### src/rtl/core/sha256_pkg.sv
`default_nettype none
package sha256_pkg;

   localparam int WordWidth = 32;
   localparam int BlockWords = 16;
   localparam int DigestWords = 8;
   localparam int Rounds = 64;
   localparam int QueueDepth = 2;

   typedef logic [WordWidth-1:0] word_type;

   typedef struct packed {
      word_type   word;
      logic [1:0] kind;
   } cmd_type;

   localparam logic [1:0] CmdData = 2'd0;
   localparam logic [1:0] CmdPad = 2'd1;
   localparam logic [1:0] CmdFinish = 2'd2;

   localparam word_type PadMarker = 32'h80000000;

   function automatic word_type iv_word(input logic [2:0] idx);
      word_type v;
      case (idx)
         3'd0: v = 32'h6a09e667;
         3'd1: v = 32'hbb67ae85;
         3'd2: v = 32'h3c6ef372;
         3'd3: v = 32'ha54ff53a;
         3'd4: v = 32'h510e527f;
         3'd5: v = 32'h9b05688c;
         3'd6: v = 32'h1f83d9ab;
         default: v = 32'h5be0cd19;
      endcase
      return v;
   endfunction

   function automatic word_type round_k(input logic [5:0] idx);
      word_type k [Rounds];
      k = '{
         32'h428a2f98, 32'h71374491, 32'hb5c0fbcf, 32'he9b5dba5, 32'h3956c25b,
         32'h59f111f1, 32'h923f82a4, 32'hab1c5ed5, 32'hd807aa98, 32'h12835b01,
         32'h243185be, 32'h550c7dc3, 32'h72be5d74, 32'h80deb1fe, 32'h9bdc06a7,
         32'hc19bf174, 32'he49b69c1, 32'hefbe4786, 32'h0fc19dc6, 32'h240ca1cc,
         32'h2de92c6f, 32'h4a7484aa, 32'h5cb0a9dc, 32'h76f988da, 32'h983e5152,
         32'ha831c66d, 32'hb00327c8, 32'hbf597fc7, 32'hc6e00bf3, 32'hd5a79147,
         32'h06ca6351, 32'h14292967, 32'h27b70a85, 32'h2e1b2138, 32'h4d2c6dfc,
         32'h53380d13, 32'h650a7354, 32'h766a0abb, 32'h81c2c92e, 32'h92722c85,
         32'ha2bfe8a1, 32'ha81a664b, 32'hc24b8b70, 32'hc76c51a3, 32'hd192e819,
         32'hd6990624, 32'hf40e3585, 32'h106aa070, 32'h19a4c116, 32'h1e376c08,
         32'h2748774c, 32'h34b0bcb5, 32'h391c0cb3, 32'h4ed8aa4a, 32'h5b9cca4f,
         32'h682e6ff3, 32'h748f82ee, 32'h78a5636f, 32'h84c87814, 32'h8cc70208,
         32'h90befffa, 32'ha4506ceb, 32'hbef9a3f7, 32'hc67178f2};
      return k[idx];
   endfunction

   function automatic word_type ror(input word_type v, input int s);
      return (v >> s) | (v << (WordWidth - s));
   endfunction

endpackage
`default_nettype wire

### src/rtl/core/sha256_message_hasher.sv
`default_nettype none
// Every sixteenth data word starts a compression, one round per cycle, and a step
// that folds it into the chaining value; words arriving meanwhile wait in the queue.
// A final word adds padding at one word per cycle, one or two compressions, then
// eight digest words at one per cycle while rsp_ready is high. Synchronous reset
// loads the initial hash value and empties the block and queue.
module sha256_message_hasher #(
   parameter int Depth = sha256_pkg::QueueDepth
) (
   input  wire logic        clock,
   input  wire logic        reset,
   input  wire logic        req_valid,
   output logic             req_ready,
   input  wire logic [31:0] req_message_word,
   input  wire logic [2:0]  req_valid_bytes,
   input  wire logic        req_end_of_message,
   output logic             rsp_valid,
   input  wire logic        rsp_ready,
   output logic [31:0]      rsp_digest_word,
   output logic [2:0]       rsp_word_index,
   output logic             rsp_final_word
);
   import sha256_pkg::*;

   cmd_type f_cmd, q_cmd;
   logic    f_valid, f_ready, q_valid, q_ready;

   sha256_front u_front (
      .clock, .reset, .req_valid, .req_ready, .req_message_word, .req_valid_bytes,
      .req_end_of_message, .cmd(f_cmd), .cmd_valid(f_valid), .cmd_ready(f_ready));

   sha256_queue #(.Depth(Depth)) u_queue (
      .clock, .reset, .in_cmd(f_cmd), .in_valid(f_valid), .in_ready(f_ready),
      .out_cmd(q_cmd), .out_valid(q_valid), .out_ready(q_ready));

   sha256_back u_back (
      .clock, .reset, .cmd(q_cmd), .cmd_valid(q_valid), .cmd_ready(q_ready),
      .rsp_valid, .rsp_ready, .rsp_digest_word, .rsp_word_index, .rsp_final_word);

endmodule
`default_nettype wire

### src/rtl/core/sha256_front.sv
`default_nettype none
module sha256_front (
   input  wire logic                clock,
   input  wire logic                reset,
   input  wire logic                req_valid,
   output logic                     req_ready,
   input  wire logic [31:0]         req_message_word,
   input  wire logic [2:0]          req_valid_bytes,
   input  wire logic                req_end_of_message,
   output sha256_pkg::cmd_type      cmd,
   output logic                     cmd_valid,
   input  wire logic                cmd_ready
);
   import sha256_pkg::*;

   // A final item with four bytes issues a data word and then a bare pad marker.
   logic     pend_ff, pend_in;
   logic [2:0] nb;
   word_type keep, mark;

   always_comb begin
      nb = (req_valid_bytes > 3'd4) ? 3'd4 : req_valid_bytes;
      keep = (nb == 3'd0) ? '0 : (32'hffffffff << (6'd32 - {nb, 3'b000}));
      mark = (nb == 3'd4) ? '0 : (32'h00000080 << (5'd24 - {nb[1:0], 3'b000}));
      req_ready = cmd_ready && !pend_ff;
      cmd_valid = pend_ff || req_valid;
      pend_in = pend_ff;
      if (pend_ff) begin
         cmd.kind = CmdFinish;
         cmd.word = PadMarker;
         if (cmd_ready) begin
            pend_in = 1'b0;
         end
      end else if (!req_end_of_message) begin
         cmd.kind = CmdData;
         cmd.word = req_message_word;
      end else if (nb == 3'd4) begin
         cmd.kind = CmdData;
         cmd.word = req_message_word;
         if (req_valid && cmd_ready) begin
            pend_in = 1'b1;
         end
      end else begin
         cmd.kind = CmdPad;
         cmd.word = (req_message_word & keep) | mark;
      end
   end

   always_ff @(posedge clock) begin
      if (reset) begin
         pend_ff <= 1'b0;
      end else begin
         pend_ff <= pend_in;
      end
   end

endmodule
`default_nettype wire

### src/rtl/core/sha256_queue.sv
`default_nettype none
module sha256_queue #(
   parameter int Depth = sha256_pkg::QueueDepth
) (
   input  wire logic                clock,
   input  wire logic                reset,
   input  wire sha256_pkg::cmd_type in_cmd,
   input  wire logic                in_valid,
   output logic                     in_ready,
   output sha256_pkg::cmd_type      out_cmd,
   output logic                     out_valid,
   input  wire logic                out_ready
);
   import sha256_pkg::*;

   localparam int AW = (Depth > 1) ? $clog2(Depth) : 1;

   cmd_type          mem_ff [Depth];
   logic [AW-1:0]    wp_ff, wp_in, rp_ff, rp_in;
   logic [AW:0]      cnt_ff, cnt_in;
   logic             push, pop;

   always_comb begin
      in_ready = cnt_ff != (AW+1)'(Depth);
      out_valid = cnt_ff != '0;
      out_cmd = mem_ff[rp_ff];
      push = in_valid && in_ready;
      pop = out_valid && out_ready;
      wp_in = push ? ((wp_ff == AW'(Depth - 1)) ? '0 : wp_ff + 1'b1) : wp_ff;
      rp_in = pop ? ((rp_ff == AW'(Depth - 1)) ? '0 : rp_ff + 1'b1) : rp_ff;
      cnt_in = cnt_ff + (AW+1)'(push) - (AW+1)'(pop);
   end

   always_ff @(posedge clock) begin
      if (push) begin
         mem_ff[wp_ff] <= in_cmd;
      end
      if (reset) begin
         wp_ff <= '0;
         rp_ff <= '0;
         cnt_ff <= '0;
      end else begin
         wp_ff <= wp_in;
         rp_ff <= rp_in;
         cnt_ff <= cnt_in;
      end
   end

endmodule
`default_nettype wire

### src/rtl/core/sha256_back.sv
`default_nettype none
module sha256_back (
   input  wire logic                clock,
   input  wire logic                reset,
   input  wire sha256_pkg::cmd_type cmd,
   input  wire logic                cmd_valid,
   output logic                     cmd_ready,
   output logic                     rsp_valid,
   input  wire logic                rsp_ready,
   output logic [31:0]              rsp_digest_word,
   output logic [2:0]               rsp_word_index,
   output logic                     rsp_final_word
);
   import sha256_pkg::*;

   typedef enum logic [4:0] {
      S_IDLE  = 5'b00001,
      S_ROUND = 5'b00010,
      S_ADD   = 5'b00100,
      S_FILL  = 5'b01000,
      S_OUT   = 5'b10000
   } state_type;

   state_type  state_ff, state_in;
   word_type   w_ff [BlockWords];
   word_type   h_ff [DigestWords];
   word_type   r_ff [DigestWords];
   logic [3:0] fill_ff;
   logic [5:0] rnd_ff;
   logic [2:0] idx_ff;
   logic [63:0] len_ff;
   logic       fin_ff;
   logic       wrap_ff;
   logic       push;
   word_type   push_word;
   word_type   s0, s1, wn, t1, t2, b1, b0, ch, mj;

   always_comb begin
      s0 = ror(w_ff[1], 7) ^ ror(w_ff[1], 18) ^ (w_ff[1] >> 3);
      s1 = ror(w_ff[14], 17) ^ ror(w_ff[14], 19) ^ (w_ff[14] >> 10);
      wn = w_ff[0] + s0 + w_ff[9] + s1;
      b1 = ror(r_ff[4], 6) ^ ror(r_ff[4], 11) ^ ror(r_ff[4], 25);
      ch = (r_ff[4] & r_ff[5]) ^ (~r_ff[4] & r_ff[6]);
      t1 = r_ff[7] + b1 + ch + round_k(rnd_ff) + w_ff[0];
      b0 = ror(r_ff[0], 2) ^ ror(r_ff[0], 13) ^ ror(r_ff[0], 22);
      mj = (r_ff[0] & r_ff[1]) ^ (r_ff[0] & r_ff[2]) ^ (r_ff[1] & r_ff[2]);
      t2 = b0 + mj;
      cmd_ready = state_ff == S_IDLE;
      push = 1'b0;
      push_word = cmd.word;
      if (state_ff == S_IDLE && cmd_valid) begin
         push = 1'b1;
      end else if (state_ff == S_FILL) begin
         push = 1'b1;
         if (fill_ff == 4'd14) begin
            push_word = len_ff[63:32];
         end else if (fill_ff == 4'd15) begin
            push_word = wrap_ff ? '0 : len_ff[31:0];
         end else begin
            push_word = '0;
         end
      end
      rsp_valid = state_ff == S_OUT;
      rsp_digest_word = h_ff[idx_ff];
      rsp_word_index = idx_ff;
      rsp_final_word = idx_ff == 3'd7;
      state_in = state_ff;
      case (state_ff)
         S_IDLE: if (cmd_valid) begin
            if (fill_ff == 4'd15) begin
               state_in = S_ROUND;
            end else if (cmd.kind != CmdData) begin
               state_in = S_FILL;
            end
         end
         S_FILL: if (fill_ff == 4'd15) begin
            state_in = S_ROUND;
         end
         S_ROUND: if (rnd_ff == 6'd63) begin
            state_in = S_ADD;
         end
         S_ADD: begin
            if (!fin_ff) begin
               state_in = S_IDLE;
            end else if (fill_ff != 4'd0) begin
               state_in = S_FILL;
            end else if (len_ff[0] == 1'b1) begin
               state_in = S_OUT;
            end else begin
               state_in = S_FILL;
            end
         end
         S_OUT: if (rsp_ready && idx_ff == 3'd7) begin
            state_in = S_IDLE;
         end
         default: state_in = S_IDLE;
      endcase
   end

   // len_ff[0] is never set by data (length is byte multiple), so it marks the length block done.
   // A marker in word fourteen leaves no room for the length, so one more block follows.
   always_ff @(posedge clock) begin
      if (push) begin
         w_ff[fill_ff] <= push_word;
      end
      if (state_ff == S_ROUND) begin
         for (int i = 0; i < BlockWords - 1; i++) begin
            w_ff[i] <= w_ff[i+1];
         end
         w_ff[BlockWords-1] <= wn;
         r_ff[7] <= r_ff[6];
         r_ff[6] <= r_ff[5];
         r_ff[5] <= r_ff[4];
         r_ff[4] <= r_ff[3] + t1;
         r_ff[3] <= r_ff[2];
         r_ff[2] <= r_ff[1];
         r_ff[1] <= r_ff[0];
         r_ff[0] <= t1 + t2;
      end else begin
         for (int i = 0; i < DigestWords; i++) begin
            r_ff[i] <= h_ff[i];
         end
      end
      if (reset) begin
         state_ff <= S_IDLE;
         fill_ff <= '0;
         rnd_ff <= '0;
         idx_ff <= '0;
         len_ff <= '0;
         fin_ff <= 1'b0;
         wrap_ff <= 1'b0;
         for (int i = 0; i < DigestWords; i++) begin
            h_ff[i] <= iv_word(3'(i));
         end
      end else begin
         state_ff <= state_in;
         if (push) begin
            fill_ff <= fill_ff + 1'b1;
         end
         if (state_ff == S_IDLE && cmd_valid) begin
            if (cmd.kind != CmdData) begin
               fin_ff <= 1'b1;
               wrap_ff <= fill_ff == 4'd14;
            end
            if (cmd.kind == CmdData) begin
               len_ff <= len_ff + 64'd32;
            end else if (cmd.kind == CmdPad) begin
               len_ff <= len_ff + {59'd0, cmd.word[7] ? 2'd3 : cmd.word[15] ? 2'd2 :
                  cmd.word[23] ? 2'd1 : 2'd0, 3'b000};
            end
         end
         if (state_ff == S_FILL && fill_ff == 4'd15) begin
            len_ff[0] <= len_ff[0];
         end
         rnd_ff <= (state_ff == S_ROUND) ? rnd_ff + 1'b1 : '0;
         if (state_ff == S_ADD) begin
            for (int i = 0; i < DigestWords; i++) begin
               h_ff[i] <= h_ff[i] + r_ff[i];
            end
         end
         if (state_ff == S_FILL && fill_ff == 4'd15) begin
            len_ff[0] <= !wrap_ff;
            wrap_ff <= 1'b0;
         end
         if (state_ff == S_OUT && rsp_ready) begin
            idx_ff <= idx_ff + 1'b1;
            if (idx_ff == 3'd7) begin
               fin_ff <= 1'b0;
               len_ff <= '0;
               for (int i = 0; i < DigestWords; i++) begin
                  h_ff[i] <= iv_word(3'(i));
               end
            end
         end
      end
   end

endmodule
`default_nettype wire

### config.mk
export PLATFORM = sky130hd
export DESIGN_NAME = sha256_message_hasher
export DESIGN_NICKNAME = d
export VERILOG_FILES = /design/src/rtl/core/sha256_pkg.sv /design/src/rtl/core/sha256_message_hasher.sv /design/src/rtl/core/sha256_front.sv /design/src/rtl/core/sha256_queue.sv /design/src/rtl/core/sha256_back.sv
export SDC_FILE = /design/constraint.sdc
export NUM_CORES = 2
export LEC_CHECK = 0
export BUFFER_PORTS_ARGS = -buffer_cell sky130_fd_sc_hd__clkbuf_2
export CAP_MARGIN = 40
export CELL_PAD_IN_SITES_DETAIL_PLACEMENT = 0
export CELL_PAD_IN_SITES_GLOBAL_PLACEMENT = 1
export CORE_AREA = 3 3 289 576
export DETAILED_ROUTE_END_ITERATION = 16
export DIE_AREA = 0 0 292 579
export PLACE_DENSITY_LB_ADDON = 0.1
export SLEW_MARGIN = 20
export SYNTH_ARGS = -nofsm -noshare
export SYNTH_HDL_FRONTEND = slang
export SYNTH_SLANG_ARGS = --single-unit
### constraint.sdc
create_clock -name clock -period 10.55 [get_ports clock]
set_clock_uncertainty 0.2 [all_clocks]
set_input_delay 0.5275 -clock clock [delete_from_list [all_inputs] [get_ports clock]]
set_output_delay 0.5275 -clock clock [all_outputs]
set_load 0.03 [all_outputs]
==> results.cfg <==
[drt]
firstDrtPassIters = 6
drc = 0
wl_per_cell_um = 29.3
ant_nets = 0
drtIter0Drc = 3283
drt-total-wl_um = 281000
via_per_inst = 5.88
vias = 56300

[clocking]
htreeDepth = 3
cts_tree = yes
clock-root-buffer = clkbuf_16
numCtsBuffers = 115
cts_max_path_buffers = 3
post-cts-setup-buffers = 0
clk_latency_ns = 0.77
clk_pin_slew_ns = 0.07
cts.sinks = 1183

[sta]
whs_ns = 0.0981
finalSetupViolCount = 0
period_needed_ns = 10.18
worst_pin_slew_ns = 1.02
fin_crit_sh_pct = 96.5
rsz0062_at_grt = no
fmax_mhz = 98.3
slew_headroom_pct = 31.0
report.final.slew_viol_count = 0
tns_ns = 0
hold_violations = 0

[outcome]
status = complete, no violations

[critical_path]
cp-end-kind = register
crit_arrival_ns = 10.61
regToRegStartpoint = u_back.rnd_ff[1]$_SDFF_PP0_
rrSetupSlack_ns = 0.37
slowest_stage = ha_2
path_depth = 33
cp.required_ns = 10.98
critPathLaunchType = register
critPathKind = register to register
r2r_cells = 33
r2r-end = u_back.r_ff[0][31]$_DFF_P_
cp_top_family = compound AO/OA/AOI/OAI gates
startpoint = u_back.rnd_ff[1]$_SDFF_PP0_
crit_top_cell = fa_1
worst-path-max-fanout = 11
max_stage_delay_ns = 0.65
cp_num_buf_inv = 4

[placement]
gp_congestion = 0.993
numPortBuffers = 77
postPlaceCellArea_um2 = 76500
dpl.cell_count = 9316
dp.final_hpwl_um = 216000

[synth]
synth_edf_count = 708
post-synth-top-area-cell = edfxtp_1
synth.top_cells.by_count = 1061 x nand2_1, 708 x edfxtp_1, 687 x a21o_1, 475 x dfxtp_1, 439 x a21oi_1
yosys_warnings = 0
syn_area_um2 = 72900
async_flop_share_pct = 0
synth_cell_types = 87
syn_area_per_cell_um2 = 9.97
synth_nets = 7957
ys_seq_area_share_pct = 42.2
ys.flop_type = edfxtp_1
synth_area_leaders = edfxtp_1 29%, dfxtp_1 13%, a21o_1 7.1%
synth_most_common_cell = nand2_1
ys_ff_latch = 1183
yosysTopAreaCellShare_pct = 29.2
synthCells = 7312

[cells_and_area]
design_area_um2 = 80800
fillerInstances = 15200
synthToLayoutAreaGrowth_pct = 10.9
drive_above_1_share_pct = 9.04
fin_nets = 8011
layoutNonFillerInstCount = 9581

[hold_path]
worstHoldPathCells = 2
hold_end = u_queue.mem_ff[0][33]$_DFFE_PP_
hold_class = input pin to register
hp-start = req_end_of_message

[pwr]
ir_drop_mv = 0.185
powerDensity_nw_per_um2 = 257
p_leak_nw = 33.7

[floorplanning]
core-area_um2 = 162000
initial_core_util_pct = 44.9
die_w_um = 292
die_area_um2 = 169000
io_pins = 78
die_height_um = 579
row_count = 209

[grt]
grt_overflow = 0
grt_use_total_pct = 32.8
grt_pass1_wl_um = 401000
grt_pass1_vias = 58400
grt_max_degree = 196
antenna_found_initial = 3

[job]
drv_cap = 0
worst reg2reg max path, delay by kind of cell, from the launching register on:
family | cells | cell delay [ns]
flops | 1 | 0.38
compound gates | 16 | 4.19
simple gates | 3 | 0.68
xor+xnor | 2 | 0.37
buf+inv | 4 | 0.76
fa+ha+maj | 8 | 3.53
worst max path at each step:
stage,end,slack [ns]
finish,u_back.r_ff[0][31]$_DFF_P_,0.37
CTS,u_back.r_ff[0][31]$_DFF_P_,0.42
global route,u_back.r_ff[0][31]$_DFF_P_,0.005
floorplan,u_back.r_ff[0][31]$_DFF_P_,1.36
global placement,u_back.r_ff[0][31]$_DFF_P_,0.51
detailed placement,u_back.r_ff[0][31]$_DFF_P_,0.40
routing by layer:
layer,vias to the layer above,GRT usage (%),share of wire [%]
met2,1484,64.0,55
met5,-,0,0
met1,28000,29.8,32
met3,704,3.30,3.1
li1,26200,-,-
met4,0,28.4,10
cell families (layout without fill, tap and decap cells):
family | after synthesis | in the layout | share of synthesized area (%)
simple gates | 2025 | 2025 | 12.2
compound gates | 2000 | 2000 | 18.2
flops | 1183 | 1183 | 42.2
buf+inv | 685 | 841 | 3.54
fa+ha+maj | 629 | 629 | 12.7
xor+xnor | 609 | 609 | 7.32
mux | 181 | 181 | 3.74
other cells | 0 | 3 | 0
flip-flops by register name (all words and copies together) (netlist names), 2 cells and up, named ones only:
register               count
u_back.state_ff            5
u_back.rsp_word_index      3
u_back.h_ff              256
u_back.len_ff             62
u_back.rnd_ff              6
u_back.fill_ff             4
u_queue.mem_ff            68
u_queue.cnt_ff             2
u_back.w_ff              512
u_back.r_ff              256
cell usage in the layout, fill, tap and decap left out, drive strengths merged, types with 39 or more instances in the layout:
cell type	synthesis	layout
nand2	1061	1061
edfxtp	708	708
a21o	687	687
dfxtp	475	475
a21oi	439	439
ha	409	409
xnor2	389	389
nor2	388	388
o21ai	347	347
inv	292	299
clkbuf	337	236
xor2	220	220
buf	53	212
fa	196	196
nand3	132	132
a211oi	96	96
nor3	92	92
mux2i	71	71
mux4	69	69
o21a	63	63
nand2b	54	54
or3	51	51
nor2b	47	47
o21bai	47	47
and2	45	45
a221oi	44	44
clkinv	3	43
mux2	41	41
and3	39	39
metrics by stage:
| step | util (%) | total power [W] | setup WS (ns) |
|---|---|---|---|
| after floorplan | - | 0.0132 | 1.36 |
| after global routing | 49.8 | 0.0220 | 0.00519 |
| after CTS | 49.7 | 0.0209 | 0.421 |
| after global placement | 47.0 | 0.0163 | 0.509 |
| after detailed placement | 47.1 | 0.0164 | 0.402 |
| final | 49.8 | 0.0207 | 0.373 |
what timing repair did:
item | in CTS | in global routing
hold buffers | 35 | 0
gates resized for setup | 0 | 1
setup endpoints to repair | 0 | 1
endpoints found under the hold margin | 69 | 0
power breakdown:
group	switching, W	internal, W
sequential	0.000262	0.00540
combinational	0.00630	0.00441
clock	0.00199	0.00238
final cells by class:
type / count / area, µm² / area share (%)
antenna: 3 / 7.51 / 0.00929
clock buffer: 156 / 3230 / 3.99
clock inverter: 63 / 648 / 0.802
inverter: 295 / 1110 / 1.38
multi-input combinational: 5444 / 39800 / 49.3
sequential: 1183 / 30800 / 38.1
tap: 2110 / 2640 / 3.27
timing repair buffer: 327 / 2580 / 3.19
Power figures use the tool's default switching activity.
